--- config.mk ---
export PLATFORM = sky130hd
export DESIGN_NAME = iaf_fifo
export DESIGN_NICKNAME = d
export VERILOG_FILES = /design/src/iaf_fifo.sv
export SDC_FILE = /design/constraint.sdc
export NUM_CORES = 1
export LEC_CHECK = 0
export ABC_AREA = 1
export BUFFER_PORTS_ARGS = -buffer_cell sky130_fd_sc_hd__buf_2
export CAP_MARGIN = 20
export CORE_MARGIN = 4
export CORE_UTILIZATION = 56
export CTS_CLUSTER_SIZE = 14
export DETAILED_ROUTE_END_ITERATION = 12
export PLACE_DENSITY = 0.86
export SLEW_MARGIN = 20
export SYNTH_ARGS = -nofsm -noshare
export SYNTH_HDL_FRONTEND = slang
export SYNTH_SLANG_ARGS = --single-unit
--- constraint.sdc ---
create_clock -name clock -period 3.42 [get_ports clock]
set_input_delay 0.855 -clock clock [delete_from_list [all_inputs] [get_ports clock]]
set_output_delay 0.855 -clock clock [all_outputs]
set_load 0.01 [all_outputs]
--- src/iaf_fifo.sv ---
// Two-entry item queue with push/full and pop/empty sides.
// Depends on nothing.
module iaf_fifo #(
   parameter int unsigned WIDTH = 32
) (
   input  logic             clock,
   input  logic             reset,
   input  logic             push,
   input  logic [WIDTH-1:0] push_data,
   output logic             full,
   input  logic             pop,
   output logic [WIDTH-1:0] pop_data,
   output logic             empty
);
   logic [WIDTH-1:0] mem_ff [2];
   logic             wp_ff, wp_in, rp_ff, rp_in;
   logic [1:0]       cnt_ff, cnt_in;
   logic             do_push, do_pop;

   assign full     = (cnt_ff == 2'd2);
   assign empty    = (cnt_ff == 2'd0);
   assign do_push  = push && !full;
   assign do_pop   = pop && !empty;
   assign pop_data = mem_ff[rp_ff];

   always_comb begin
      wp_in  = wp_ff ^ do_push;
      rp_in  = rp_ff ^ do_pop;
      cnt_in = cnt_ff + {1'b0, do_push} - {1'b0, do_pop};
   end

   always_ff @(posedge clock) begin
      if (reset) begin
         wp_ff  <= 1'b0;
         rp_ff  <= 1'b0;
         cnt_ff <= 2'd0;
      end else begin
         wp_ff  <= wp_in;
         rp_ff  <= rp_in;
         cnt_ff <= cnt_in;
      end
   end

   always_ff @(posedge clock) begin
      if (do_push) begin
         mem_ff[wp_ff] <= push_data;
      end
   end
endmodule

== After elaboration in Yosys (flattened, before gate mapping) ==
Memories as Yosys holds them, arrays and structs flattened. A register that Yosys moved wholly into a read port is not among the register bits.
Cells that the tools add are included.
Widths: inputs -> output; s select.
Storage, ports and cells
  register bits: 4
  memory bits (writable): 64
  bits of input ports: 36
  output and inout bits: 34
  word-level logic and storage cells: 17
  memories: 1
Operators by class
  add/subtract/negate cells: 2
  equality and inequality tests: 1
  multiplexer cells: 3
  bitwise logic cells: 2
  reductions and logical operators: 5
Memory list
  mem_ff: words 2, width 32, read ports 1, clocked after Yosys merged registers in 1, wr ports 1, RTL line 15  | logic [WIDTH-1:0] mem_ff [2];
Operators by type and width (count)
  $mux 1: 3
  $add 2x1->2: 1
  $eq 2x2->1 const B: 1
  $logic_and 1x1->1: 2
  $logic_not 1->1: 2
  $logic_not 2->1: 1
  $sub 2x1->2: 1
  $xor 1x1->1: 2

== Logic depth before layout (Yosys ltp) ==
  word-level depth: 5
  gate-level depth with buffers: 10
  depth with buffers taken out: 10

== Worst setup path after synthesis ==
OpenSTA, ideal clock, no wires.
  path type: input -> register
  start point: input push
  end point: memory mem_ff[1][0], enable pin
  data arrival time: 1863 ps
  setup slack: 1165 ps
  stages: 3
  cell sequence: o21ai_0 > inv_1 > ha_1
On the way
  longest elaborated chain between the ends: 3
RTL lines
  start: declaration: RTL line 8  | input logic push,
  $logic_and 1x1->1: RTL line 22  | assign do_push = push && !full;
  $mux 1: RTL line 45  | if (do_push) begin
  $mux 1 (implied by the code): RTL line 46  | mem_ff[wp_ff] <= push_data;
  end: declaration: RTL line 15
Every way passes these cells.

==> results.py <==
metrics = {
    "critical_path": {
        "cp.depth": 3,
        "slowest_stage": "dfxtp_2",
        "endpoint_kind": "output pin",
        "worst_r2r_path_depth": 5,
        "crit_buf_inv": 2,
        "worst-setup-path-type": "reg -> out",
        "max_stage_delay_ns": 0.62,
        "cp_cell_sequence": "buf_12, mux2_4, buf_2",
        "cp.arrival_ns": 1.66,
        "cp.required_ns": 2.56,
        "cp_max_fo": 20,
        "path_delay_family": "flip-flops",
        "cp-start-kind": "flop",
    },
    "sta": {
        "max_slew.worst_pin.slew_ns": 0.455,
        "final-setup-viol-count": 0,
        "finalHoldViolations": 0,
        "fmax_mhz": 398,
        "fin_tns_setup_ns": 0,
        "rsz0062_at_grt": "false",
        "relSlewSlack_pct": 69.7,
        "finalMaxSlewViolations": 0,
        "fin_crit_ns": 2.51,
        "skew_ns": 0.00569,
        "post-route-period-util_pct": 73.5,
    },
    "route": {
        "drcViolationCount": 0,
        "drt_wl_total_um": 4230,
        "wl_per_cell_um": 15.6,
        "vias": 1349,
        "drt_iter0_markers": 105,
        "vias_per_cell": 4.96,
        "ant_nets": 0,
        "drtPass1Iterations": 4,
    },
    "die": {
        "std_cell_rows": 24,
        "initial_utilization_pct": 59.8,
        "die_y_um": 77.4,
        "dieArea_um2": 5990,
        "coreArea_um2": 4500,
        "ios": 70,
        "die_width_um": 77.4,
    },
    "pwr": {
        "p_leak_nw": 1.35,
        "power.density_nw_per_um2": 752,
        "max-vdd-ir-drop_mv": 0.480,
    },
    "place": {
        "gp_congestion": 0.690,
        "place_inst": 256,
        "dpl.hpwl_um": 3120,
        "port_buffers": 69,
    },
    "global_route": {
        "grt_overflow": 0,
        "grt_antenna_before_repair": 0,
        "grt_pass1_wl_um": 6810,
        "grt_max_degree": 25,
        "track_usage_pct": 15.5,
        "grt_pass1_vias": 1372,
    },
    "outcome": {
        "status": "completed",
    },
    "final_layout": {
        "finalNetCount": 255,
        "final_layout_size_suffix_gt1_share_pct": 55.0,
        "syn_to_final_growth_pct": 21.7,
        "antennaDiodeCount": 0,
        "finish.utilization_pct": 72.8,
        "fin_cells": 272,
    },
    "clock_network": {
        "cts_sinks": 68,
        "cts_setup_buffers": 0,
        "cts_hold_buf": 0,
        "path_clk_slew_ns": 0.06,
        "clockBufferDepth": 2,
        "cts_tree": "yes",
        "htreeDepth": 3,
        "cts_resized": 0,
        "clockRootBuffer": "clkbuf_8",
        "clkLatencyLatePin_ns": 0.33,
        "numCtsBuffers": 9,
    },
    "logic_synthesis": {
        "yosysWarnings": 0,
        "syn_avg_cell_area_um2": 20.0,
        "ys_seq_area_share_pct": 74.3,
        "netlist_area_um2": 2700,
        "postSynthCellCount": 135,
        "ys_ff_latch": 68,
        "syn_nets": 175,
        "ys_types": 13,
    },
    "hold_path": {
        "hold_class": "reg -> reg",
        "hold_depth": 3,
    },
    "job": {
        "max_cap_violations": 0,
    },
}
cell usage in the layout (no fill, tap or decap):
| master | instances |
|---|---|
| a21oi_1 | 1 |
| buf_12 | 1 |
| buf_2 | 69 |
| buf_4 | 3 |
| bufinv_16 | 1 |
| clkbuf_1 | 1 |
| clkbuf_8 | 11 |
| clkinv_2 | 2 |
| clkinvlp_4 | 1 |
| dfxtp_1 | 3 |
| dfxtp_2 | 1 |
| edfxtp_1 | 64 |
| ha_1 | 4 |
| inv_1 | 10 |
| mux2_2 | 4 |
| mux2_4 | 28 |
| nand2_1 | 5 |
| nand3_1 | 2 |
| nor2_1 | 8 |
| o21ai_0 | 1 |
cells in the mapped netlist (all sizes together):
library cell,instances,area share [%]
edfxtp,64,71
nand2,5,0.70
dfxtp,4,3.0
buf,4,2.6
inv,10,1.4
o21ai,1,0.19
mux2,32,17
a21oi,1,0.19
ha,4,1.9
nand3,2,0.37
nor2,8,1.1
state kept, by name, summed over array words and instances (netlist names):
| register | cells |
|---|---|
| cnt_ff | 2 |
| mem_ff | 64 |
| rp_ff | 1 |
| wp_ff | 1 |
worst reg2reg max path: stages, from the launching register on:
cell	delay (ns)
dfxtp_1	0.31
inv_1	0.12
o21ai_0	0.12
inv_1	0.10
ha_1	0.37
buf_4	0.39
power breakdown:
part	total, mW	switching (mW)	internal (mW)
Sequential	1.15	0.0674	1.08
Clock	0.645	0.271	0.374
Combinational	0.673	0.324	0.349
Total	2.47	0.662	1.81
through the flow:
step	total power, mW	hold slack, ns	setup WS (ns)	instance area, um2
2_1_floorplan	1.66	0.532	1.16	2700
3_3_place_gp	1.83	0.542	1.19	3080
3_5_place_dp	1.86	0.549	1.15	3080
4_1_cts	2.50	0.559	0.872	3280
5_1_grt	2.60	0.591	0.819	3280
6_report	2.47	0.555	0.906	3280
layer usage:
metal / vias to the layer above / global-route usage (%) / routed length, um
met5: - / 0 / 0
met4: 0 / 6.41 / 47
met3: 9 / 6.25 / 251
met2: 49 / 26.5 / 2250
met1: 627 / 17.3 / 1680
li1: 664 / - / -
kinds of logic after synthesis:
| logic type | Yosys count | share of synthesized area, % |
|---|---|---|
| multiplexers | 32 | 17.3 |
| flip-flops | 68 | 74.3 |
| adder cells (fa/ha/maj) | 4 | 1.86 |
| AND/OR/NAND/NOR | 15 | 2.18 |
| buffers and inverters | 14 | 4.04 |
| AO/OA/AOI/OAI | 2 | 0.371 |
final timing paths:
check	from	to	slack, ns
setup / recovery	rp_ff	pop_data[21]	0.91
hold / removal	wp_ff	wp_ff	0.55
setup reg to reg	cnt_ff[1]	mem_ff[1][30]	1.66
hold reg to reg	wp_ff	wp_ff	0.55
area by class of cell:
cell class,count,area (um2)
fillers,288,1220
repair buffers,73,388
well taps,52,65.1
multi-input cells,53,584
clock inverters,4,47.5
inverters,10,37.5
flip-flops and latches,68,2000
clock buffers,12,155
No activity file was read; power rests on OpenSTA's default activity.
