### config.mk
export PLATFORM = sky130hd
export DESIGN_NAME = iaf_front
export DESIGN_NICKNAME = d
export VERILOG_FILES = /design/src/iaf_pkg.sv /design/src/iaf_fifo.sv /design/src/iaf_front.sv
export SDC_FILE = /design/constraint.sdc
export NUM_CORES = 1
export LEC_CHECK = 0
export BUFFER_PORTS_ARGS = -buffer_cell sky130_fd_sc_hd__buf_4
export CORE_UTILIZATION = 41
export DETAILED_ROUTE_END_ITERATION = 8
export GPL_TIMING_DRIVEN = 0
export PLACE_DENSITY = 0.74
export SETUP_SLACK_MARGIN = 0.5
export SLEW_MARGIN = 20
export SYNTH_ARGS = -nofsm -noshare
export SYNTH_HDL_FRONTEND = slang
export SYNTH_SLANG_ARGS = --single-unit
### constraint.sdc
create_clock -name clock -period 8.1 [get_ports clock]
set_input_delay 1.62 -clock clock [delete_from_list [all_inputs] [get_ports clock]]
set_output_delay 1.62 -clock clock [all_outputs]
set_load 0.02 [all_outputs]
### src/iaf_pkg.sv
// Shared types, operation codes and decode helpers for the integer ALU unit.
// No dependencies.
package iaf_pkg;

   localparam int unsigned XLEN = 32;

   localparam logic [5:0] OP_ADD       = 6'd0;
   localparam logic [5:0] OP_ADDC      = 6'd1;
   localparam logic [5:0] OP_ADDE      = 6'd2;
   localparam logic [5:0] OP_ADDI      = 6'd3;
   localparam logic [5:0] OP_ADDIC     = 6'd4;
   localparam logic [5:0] OP_ADDIC_DOT = 6'd5;
   localparam logic [5:0] OP_ADDIS     = 6'd6;
   localparam logic [5:0] OP_ADDME     = 6'd7;
   localparam logic [5:0] OP_ADDZE     = 6'd8;
   localparam logic [5:0] OP_SUBF      = 6'd9;
   localparam logic [5:0] OP_SUBFC     = 6'd10;
   localparam logic [5:0] OP_SUBFE     = 6'd11;
   localparam logic [5:0] OP_SUBFIC    = 6'd12;
   localparam logic [5:0] OP_SUBFME    = 6'd13;
   localparam logic [5:0] OP_SUBFZE    = 6'd14;
   localparam logic [5:0] OP_AND       = 6'd15;
   localparam logic [5:0] OP_XORIS     = 6'd25;
   localparam logic [5:0] OP_CNTLZW    = 6'd26;
   localparam logic [5:0] OP_MULHW     = 6'd27;
   localparam logic [5:0] OP_MULLI     = 6'd28;
   localparam logic [5:0] OP_MULLW     = 6'd29;
   localparam logic [5:0] OP_NEG       = 6'd30;
   localparam logic [5:0] OP_RLWIMI    = 6'd31;
   localparam logic [5:0] OP_RLWINM    = 6'd32;
   localparam logic [5:0] OP_RLWNM     = 6'd33;

   localparam logic [2:0] CLS_NONE  = 3'd0;
   localparam logic [2:0] CLS_ADD   = 3'd1;
   localparam logic [2:0] CLS_LOGIC = 3'd2;
   localparam logic [2:0] CLS_CLZ   = 3'd3;
   localparam logic [2:0] CLS_MUL   = 3'd4;
   localparam logic [2:0] CLS_NEG   = 3'd5;
   localparam logic [2:0] CLS_ROT   = 3'd6;

   localparam logic [3:0] LK_AND   = 4'd0;
   localparam logic [3:0] LK_ANDC  = 4'd1;
   localparam logic [3:0] LK_ANDI  = 4'd2;
   localparam logic [3:0] LK_ANDIS = 4'd3;
   localparam logic [3:0] LK_OR    = 4'd4;
   localparam logic [3:0] LK_ORC   = 4'd5;
   localparam logic [3:0] LK_ORI   = 4'd6;
   localparam logic [3:0] LK_ORIS  = 4'd7;
   localparam logic [3:0] LK_XOR   = 4'd8;
   localparam logic [3:0] LK_XORI  = 4'd9;
   localparam logic [3:0] LK_XORIS = 4'd10;

   localparam logic [31:0] SIGN_BIT = 32'h8000_0000;
   localparam logic [31:0] ALL_ONES = 32'hffff_ffff;

   typedef struct packed {
      logic ca;
      logic ext;
      logic imm;
      logic chk;
      logic dot;
      logic shi;
      logic zero;
      logic m1;
      logic zra;
      logic sub;
   } add_kind_type;

   typedef struct packed {
      logic [5:0]   op;
      logic [4:0]   dest_reg;
      logic [4:0]   src_a_reg;
      logic [4:0]   src_b_reg;
      logic [15:0]  imm16;
      logic [4:0]   shift_amount;
      logic [4:0]   mask_begin;
      logic [4:0]   mask_end;
      logic         oe;
      logic         rc;
      logic [2:0]   cls;
      add_kind_type ak;
      logic [3:0]   lk;
   } dec_type;

   typedef struct packed {
      logic [4:0]  written_reg;
      logic [31:0] result;
      logic [3:0]  cr0_out;
      logic        so_out;
      logic        ov_out;
      logic        ca_out;
      logic        cr_written;
   } rsp_type;

   function automatic add_kind_type add_kind(input logic [5:0] op);
      add_kind_type k;
      k = '0;
      case (op)
         OP_ADD:       begin k.chk = 1'b1; end
         OP_ADDC:      begin k.ca = 1'b1; k.chk = 1'b1; end
         OP_ADDE:      begin k.ext = 1'b1; k.ca = 1'b1; k.chk = 1'b1; end
         OP_ADDI:      begin k.imm = 1'b1; k.zra = 1'b1; end
         OP_ADDIC:     begin k.imm = 1'b1; k.ca = 1'b1; end
         OP_ADDIC_DOT: begin k.imm = 1'b1; k.ca = 1'b1; k.dot = 1'b1; end
         OP_ADDIS:     begin k.imm = 1'b1; k.shi = 1'b1; k.zra = 1'b1; end
         OP_ADDME: begin
            k.chk = 1'b1; k.ca = 1'b1; k.ext = 1'b1; k.m1 = 1'b1;
         end
         OP_ADDZE: begin
            k.chk = 1'b1; k.ca = 1'b1; k.ext = 1'b1; k.zero = 1'b1;
         end
         OP_SUBF:      begin k.sub = 1'b1; k.chk = 1'b1; end
         OP_SUBFC:     begin k.sub = 1'b1; k.ca = 1'b1; k.chk = 1'b1; end
         OP_SUBFE: begin
            k.sub = 1'b1; k.ext = 1'b1; k.ca = 1'b1; k.chk = 1'b1;
         end
         OP_SUBFIC:    begin k.sub = 1'b1; k.imm = 1'b1; k.ca = 1'b1; end
         OP_SUBFME: begin
            k.sub = 1'b1; k.m1 = 1'b1; k.ext = 1'b1; k.ca = 1'b1; k.chk = 1'b1;
         end
         OP_SUBFZE: begin
            k.sub = 1'b1; k.zero = 1'b1; k.ext = 1'b1; k.ca = 1'b1; k.chk = 1'b1;
         end
         default: k = '0;
      endcase
      return k;
   endfunction

endpackage

### src/iaf_fifo.sv
// Two-entry item queue with push/full and pop/empty sides.
// Depends on nothing.
module iaf_fifo #(
   parameter int unsigned WIDTH = 32
) (
   input  logic             clock,
   input  logic             reset,
   input  logic             push,
   input  logic [WIDTH-1:0] push_data,
   output logic             full,
   input  logic             pop,
   output logic [WIDTH-1:0] pop_data,
   output logic             empty
);
   logic [WIDTH-1:0] mem_ff [2];
   logic             wp_ff, wp_in, rp_ff, rp_in;
   logic [1:0]       cnt_ff, cnt_in;
   logic             do_push, do_pop;

   assign full     = (cnt_ff == 2'd2);
   assign empty    = (cnt_ff == 2'd0);
   assign do_push  = push && !full;
   assign do_pop   = pop && !empty;
   assign pop_data = mem_ff[rp_ff];

   always_comb begin
      wp_in  = wp_ff ^ do_push;
      rp_in  = rp_ff ^ do_pop;
      cnt_in = cnt_ff + {1'b0, do_push} - {1'b0, do_pop};
   end

   always_ff @(posedge clock) begin
      if (reset) begin
         wp_ff  <= 1'b0;
         rp_ff  <= 1'b0;
         cnt_ff <= 2'd0;
      end else begin
         wp_ff  <= wp_in;
         rp_ff  <= rp_in;
         cnt_ff <= cnt_in;
      end
   end

   always_ff @(posedge clock) begin
      if (do_push) begin
         mem_ff[wp_ff] <= push_data;
      end
   end
endmodule

### src/iaf_front.sv
// Front end: classifies incoming instructions and queues them for execution.
// Depends on iaf_pkg and iaf_fifo.
module iaf_front (
   input  logic             clock,
   input  logic             reset,
   input  logic             push,
   output logic             full,
   input  logic [5:0]       op,
   input  logic [4:0]       dest_reg,
   input  logic [4:0]       src_a_reg,
   input  logic [4:0]       src_b_reg,
   input  logic [15:0]      imm16,
   input  logic [4:0]       shift_amount,
   input  logic [4:0]       mask_begin,
   input  logic [4:0]       mask_end,
   input  logic             oe,
   input  logic             rc,
   input  logic             pop,
   output iaf_pkg::dec_type head,
   output logic             empty
);
   import iaf_pkg::*;

   dec_type d;

   always_comb begin
      d              = '0;
      d.op           = op;
      d.dest_reg     = dest_reg;
      d.src_a_reg    = src_a_reg;
      d.src_b_reg    = src_b_reg;
      d.imm16        = imm16;
      d.shift_amount = shift_amount;
      d.mask_begin   = mask_begin;
      d.mask_end     = mask_end;
      d.oe           = oe;
      d.rc           = rc;
      d.ak           = add_kind(op);
      d.lk           = 4'(op - OP_AND);
      if (op <= OP_SUBFZE) begin
         d.cls = CLS_ADD;
      end else if (op <= OP_XORIS) begin
         d.cls = CLS_LOGIC;
      end else if (op == OP_CNTLZW) begin
         d.cls = CLS_CLZ;
      end else if (op <= OP_MULLW) begin
         d.cls = CLS_MUL;
      end else if (op == OP_NEG) begin
         d.cls = CLS_NEG;
      end else if (op <= OP_RLWNM) begin
         d.cls = CLS_ROT;
      end else begin
         d.cls = CLS_NONE;
      end
   end

   iaf_fifo #(.WIDTH($bits(dec_type))) u_q (
      .clock(clock), .reset(reset),
      .push(push), .push_data(d), .full(full),
      .pop(pop), .pop_data(head), .empty(empty)
   );
endmodule

-- Word-level counts from Yosys, hierarchy flattened
Memories as Yosys holds them, arrays and structs flattened. A register that Yosys moved wholly into a read port is not among the register bits.
Index checks and enable logic that the tools add are counted.
- register bits after elaboration: 4
- bits in latches: 0
- memory bits (writable): 142
- memory bits (read-only): 0
- input bits: 58
- output and inout port bits: 73
- word-level logic and storage cells: 63
- memories kept: 1
- $add $sub $neg: 3
- $mul: 0
- div/mod/pow operators: 0
- magnitude comparators: 4
- equal/unequal tests: 17
- shift operators: 0
- multiplexer cells: 19
- bitwise operators: 2
- reduce and logical (&&, ||, !) cells: 14
- memory list (name ; depth ; width ; rd ports ; clocked after memory_dff ; wr ports ; line ; text):
    u_q.mem_ff ; 2 ; 71 ; 1 ; 1 ; 1 ; iaf_fifo.sv:15 ; logic [WIDTH-1:0] mem_ff [2];
- operators with widths (operator ; count):
    $eq 6x4->1 const B ; 7
    $eq 6x3->1 const B ; 4
    $mux 3 ; 6
    $mux 1 ; 13
    $eq 6x2->1 const B ; 2
    $eq 6x5->1 const B ; 2
    $le 6x5->1 const B ; 2
    $reduce_or 6->1 ; 2
    $reduce_or 11->1 ; 1
    $reduce_or 10->1 ; 1
    $eq 6x1->1 const B ; 1
    $le 6x4->1 const B ; 1
    $le 6x6->1 const B ; 1
    $logic_not 6->1 ; 1
    $reduce_or 2->1 ; 3
    $reduce_or 5->1 ; 1
    $sub 4x4->4 const B ; 1
    $add 2x1->2 ; 1
    $eq 2x2->1 const B ; 1
    $logic_and 1x1->1 ; 2
    $logic_not 1->1 ; 2
    $logic_not 2->1 ; 1
    $sub 2x1->2 ; 1
    $xor 1x1->1 ; 2

-- Depth between registers and ports, before layout
- word-level depth: 7
- depth in mapped cells: 7

-- Hierarchy
A second synthesis with hierarchy kept.
- cell total of the unflattened synthesis: 306
- area, all modules: 5798.1 µm²
- modules (own cells, without submodules) (module ; instances ; cells each ; area an instance (µm²)):
    iaf_fifo ; 1 ; 244 ; 5382.7
    iaf_front ; 1 ; 62 ; 415.4

-- Worst setup path after synthesis
OpenSTA, ideal clock, no wires.
- path kind: input to register
- from: input port push
- to: memory u_q.mem_ff[1][0] (netlist bit) (enable)
- setup time: 0.437 ns
- data arrival time: 3.563 ns
- data required time: 7.663 ns
- setup slack: 4.100 ns
- cell stages on the path: 2
- buffers on the path: 0
- cell sequence: nor2b_1 ha_1
- longest elaborated chain between the ends: 3
- RTL lines (item ; line ; text):
    from (decl) ; iaf_front.sv:6 ; input logic push,
    $logic_and 1x1->1 ; iaf_fifo.sv:22 ; assign do_push = push && !full;
    $mux 1 ; iaf_fifo.sv:45 ; if (do_push) begin
    $mux 1 (implied by the code) ; iaf_fifo.sv:46 ; mem_ff[wp_ff] <= push_data;
    to (decl) ; iaf_fifo.sv:15 ;
Every way passes these cells.

==> results_tabular.tex <==
\begin{tabular}{lr}
\hline
Metric & Value \\
\hline
\multicolumn{2}{l}{\textbf{Status}} \\
Run status & complete, no violations \\
\multicolumn{2}{l}{\textbf{Yosys}} \\
Average instance area after synthesis & between 15 and 20 um2 \\
Number of warnings printed during yosys synthesis & 0 \\
Cell type with the highest aggregate area in the netlist & edfxtp\_1 \\
Number of library cell types mapped by synthesis & a little over 40 \\
Async set-or-reset flop fraction in the synthesized netlist & 0 \\
Share of synthesized area occupied by flip-flops and latches & 0.7520 \\
Cell area after technology mapping & approximately 5800 um2 \\
Post-Syn Instances & 311 \\
Primary flip-flop cell chosen by synthesis mapping & edfxtp\_1 \\
Flops \& latches, synth & 146 \\
Biggest area contributors in the synthesized netlist & edfxtp\_1 (74\%), mux2\_2 (14\%), ha\_1 (1.7\%) \\
Synthesized netlist net count & $\sim$380 \\
Count of flip-flops with a built-in enable after synthesis & approximately 140 \\
Top-area cell type share of the netlist area & 0.7381 \\
\multicolumn{2}{l}{\textbf{Setup path}} \\
Critical-path cell with the highest stage delay & clkbuf\_1 \\
Worst-path fanout max & 10 \\
Stage delay of the slowest cell on the critical path & around 0.42 ns \\
Crit end category & primary output \\
Buffers \& Inverters on Critical Path & 3 \\
Kind of start point of the critical path & flip-flop \\
Data arrival time at the worst-slack endpoint & 2.06 ns \\
Critical path data required time & 6.48 ns \\
Largest delay share family, worst path & buffers and inverters \\
Startpoint-to-endpoint class of the critical path & flip-flop to primary output \\
Worst-path cell chain & clkbuf\_1, buf\_2, mux2\_2, buf\_4 \\
\multicolumn{2}{l}{\textbf{Detailed routing}} \\
Amount of wire on met3 after detailed routing & between 500 and 600 um \\
Wirelength, routed & 10.72 mm \\
Wire length on met1 & 4.535 mm \\
Remaining antenna violation count & 0 \\
Total length of routed met2 wires & 5.536 mm \\
Detailed-route DRC error count & 0 \\
Top sig layer & met4 \\
Vias & about 3,200 \\
Number of design-rule violations left by the first detailed-router iteration & approximately 200 \\
DR vias/cell & about 4.9 \\
Average wire per cell in the routed design & approximately 16 um \\
Count of TritonRoute iterations in the first routing pass & 4 \\
\multicolumn{2}{l}{\textbf{Cells and area}} \\
Area used by multi-input combinational logic & roughly 1300 um2 \\
Syn-to-layout area delta & 32.25\% \\
Final net count & around 530 \\
Antenna diode instance count & 0 \\
Fill cells & 1,102 \\
Most frequent cells in the layout & edfxtp\_1 (142), buf\_4 (130), mux2\_2 (71) \\
Area taken by flip-flops and latches & between 4000 and 5000 um2 \\
Leading cell type in the layout, fill and taps excluded & edfxtp\_1 \\
Fraction of layout instances using a drive strength above 1 & 0.5200 \\
\multicolumn{2}{l}{\textbf{Floorplanning}} \\
Core footprint & 13,830 um2 \\
Die Y & roughly 120 um \\
Starting density of the core & 0.4178 \\
Width of the die & 120.7 um \\
Die Area & 14,570 um2 \\
Number of placement rows & 43 \\
Ports placed on the boundary & roughly 130 \\
\multicolumn{2}{l}{\textbf{Clocking}} \\
CTS tree & built \\
CTS HTree Levels & 4 \\
Clock latency on the worst-skew pair & 0.41 ns \\
Post-CTS setup buffers & 0 \\
Number of buffers inserted during clock tree synthesis & 17 \\
Library cell used as clock root buffer & clkbuf\_16 \\
Clock input transition at the sequential cells of the worst setup and hold paths & roughly 0.06 ns \\
Post-CTS Hold Fix Bufs & 0 \\
Number of sinks driven by the clock tree & between 100 and 150 \\
CTS max path bufs & 2 \\
Number of gates resized after CTS & 0 \\
\multicolumn{2}{l}{\textbf{Power and ir drop}} \\
Worst IR Drop VDD & between 0.15 and 0.2 mV \\
Fraction of power consumed by sequential logic & 0.393 \\
Post-layout total power & between 2 and 3 mW \\
Switching power & between 0.7 and 0.8 mW \\
Internal power consumption & between 1.5 and 2 mW \\
Part of the total power dissipated in the clock network & 0.309 \\
Logic pwr share & 0.298 \\
Leakage Power & $\sim$2.9 nW \\
PwrDens & 332.2 nW/um2 \\
Sw Ratio & 0.2824 \\
\multicolumn{2}{l}{\textbf{Global routing}} \\
GRT Total Usage & 0.1541 \\
Total global routing overflow & 0 \\
Number of global-route vias before repair & 3,326 \\
Initial antenna violation count & 0 \\
Maximum number of pins on one net before global-route repair & 38 \\
First-pass GRT wire length & 16.68 mm \\
\multicolumn{2}{l}{\textbf{Place}} \\
Placer Congestion & roughly 0.8 \\
PortBufs & 130 \\
Placed wire-length estimate & just over 7 mm \\
\multicolumn{2}{l}{\textbf{Timing}} \\
Headroom to the max-slew limit & 0.6399 \\
Total Negative Setup Slacks & 0 ns \\
Measured slew at the worst slew-check pin & 0.5265 ns \\
Total count of max-transition violations in the final report & 0 \\
Endpoints failing setup & 0 \\
Unrepaired setup endpoints after global routing & no \\
Worst-case clock skew & a little under 0.007 ns \\
Post-layout min period & around 3.7 ns \\
Max Freq & about 270 MHz \\
Part of the cycle the worst path needs & 0.4541 \\
Final hold violations & 0 \\
\multicolumn{2}{l}{\textbf{Job}} \\
Max-cap violation count & 0 \\
\multicolumn{2}{l}{\textbf{Hold path}} \\
Hold Crit Class & flip-flop to flip-flop \\
\hline
\end{tabular}
worst reg2reg max path, cell delays in order, from the launching register on:
cell	delay [ns]
dfxtp_1	0.34
nor2b_1	0.15
nor2b_1	0.38
ha_4	0.55
buf_12	0.30
synth_stat cells (all sizes together) (2+ instances only):
cell	n
nor3	2
ha	8
clkbuf	2
xnor2	3
dfxtp	4
o21a	2
o31ai	2
nor2	11
inv	7
nor2b	4
nand2	4
mux2i	2
mux2	71
xor2	2
or2	2
a31oi	2
edfxtp	142
buf	14
nand3	4
and3	3
or3b	2
cell type report:
class,instances,area share
multi-input combinational,142,0.1756
buffer,16,0.01179
clock inverter,15,0.02244
timing repair buffer,132,0.1330
inverter,7,0.003439
sequential,146,0.5686
tap,180,0.02948
clock buffer,17,0.05568
metal layers:
layer,track usage,up-vias
met5,0,-
met4,0.05478,0
met3,0.05472,14
met2,0.2629,101
met1,0.1787,1595
li1,-,1524
cell families after synthesis:
group / after synthesis / share of synthesized area
AOI/OAI and AO/OA: 17 / 0.02317
DFF: 146 / 0.7520
and+or+nand+nor: 39 / 0.03791
adders and majority gates: 8 / 0.01733
muxes: 73 / 0.1419
buffers and inverters: 23 / 0.02014
xor gates and xnor gates: 5 / 0.007582
final timing paths:
path	cells after the start	to	start	slack [ns]
max	4	head[7]	u_q.rp_ff	4.42
min	2	u_q.cnt_ff[1]	u_q.cnt_ff[1]	0.57
max reg2reg	4	u_q.mem_ff[0][20]	u_q.cnt_ff[1]	6.02
min reg2reg	2	u_q.cnt_ff[1]	u_q.cnt_ff[1]	0.57
flip-flops by register name (all words and copies together) (netlist names):
register    count
u_q.rp_ff       1
u_q.cnt_ff      2
u_q.mem_ff    142
u_q.wp_ff       1
power by group through the flow:
stage | logic (mW) | clock network [mW] | registers, mW
after detailed placement | 0.767 | 0 | 1.01
after floorplan | 0.460 | 0 | 1.01
after CTS | 0.771 | 0.802 | 0.998
final | 0.756 | 0.785 | 0.997
after global placement | 0.742 | 0 | 1.02
after global routing | 0.807 | 0.836 | 1.01
through the flow:
step | hold WS [ns] | setup slack (ns) | area, um2 | cells | util
2_1_floorplan | 0.5011 | 4.100 | 5777 | 311 | -
3_3_place_gp | 0.5167 | 3.060 | 6978 | 621 | 0.5047
3_5_place_dp | 0.5505 | 4.764 | 7043 | 623 | 0.5094
4_1_cts | 0.5578 | 4.330 | 7640 | 655 | 0.5525
5_1_grt | 0.5861 | 4.235 | 7640 | 655 | 0.5525
6_report | 0.5704 | 4.422 | 7640 | 655 | 0.5525
Power figures use the tool's default switching activity.
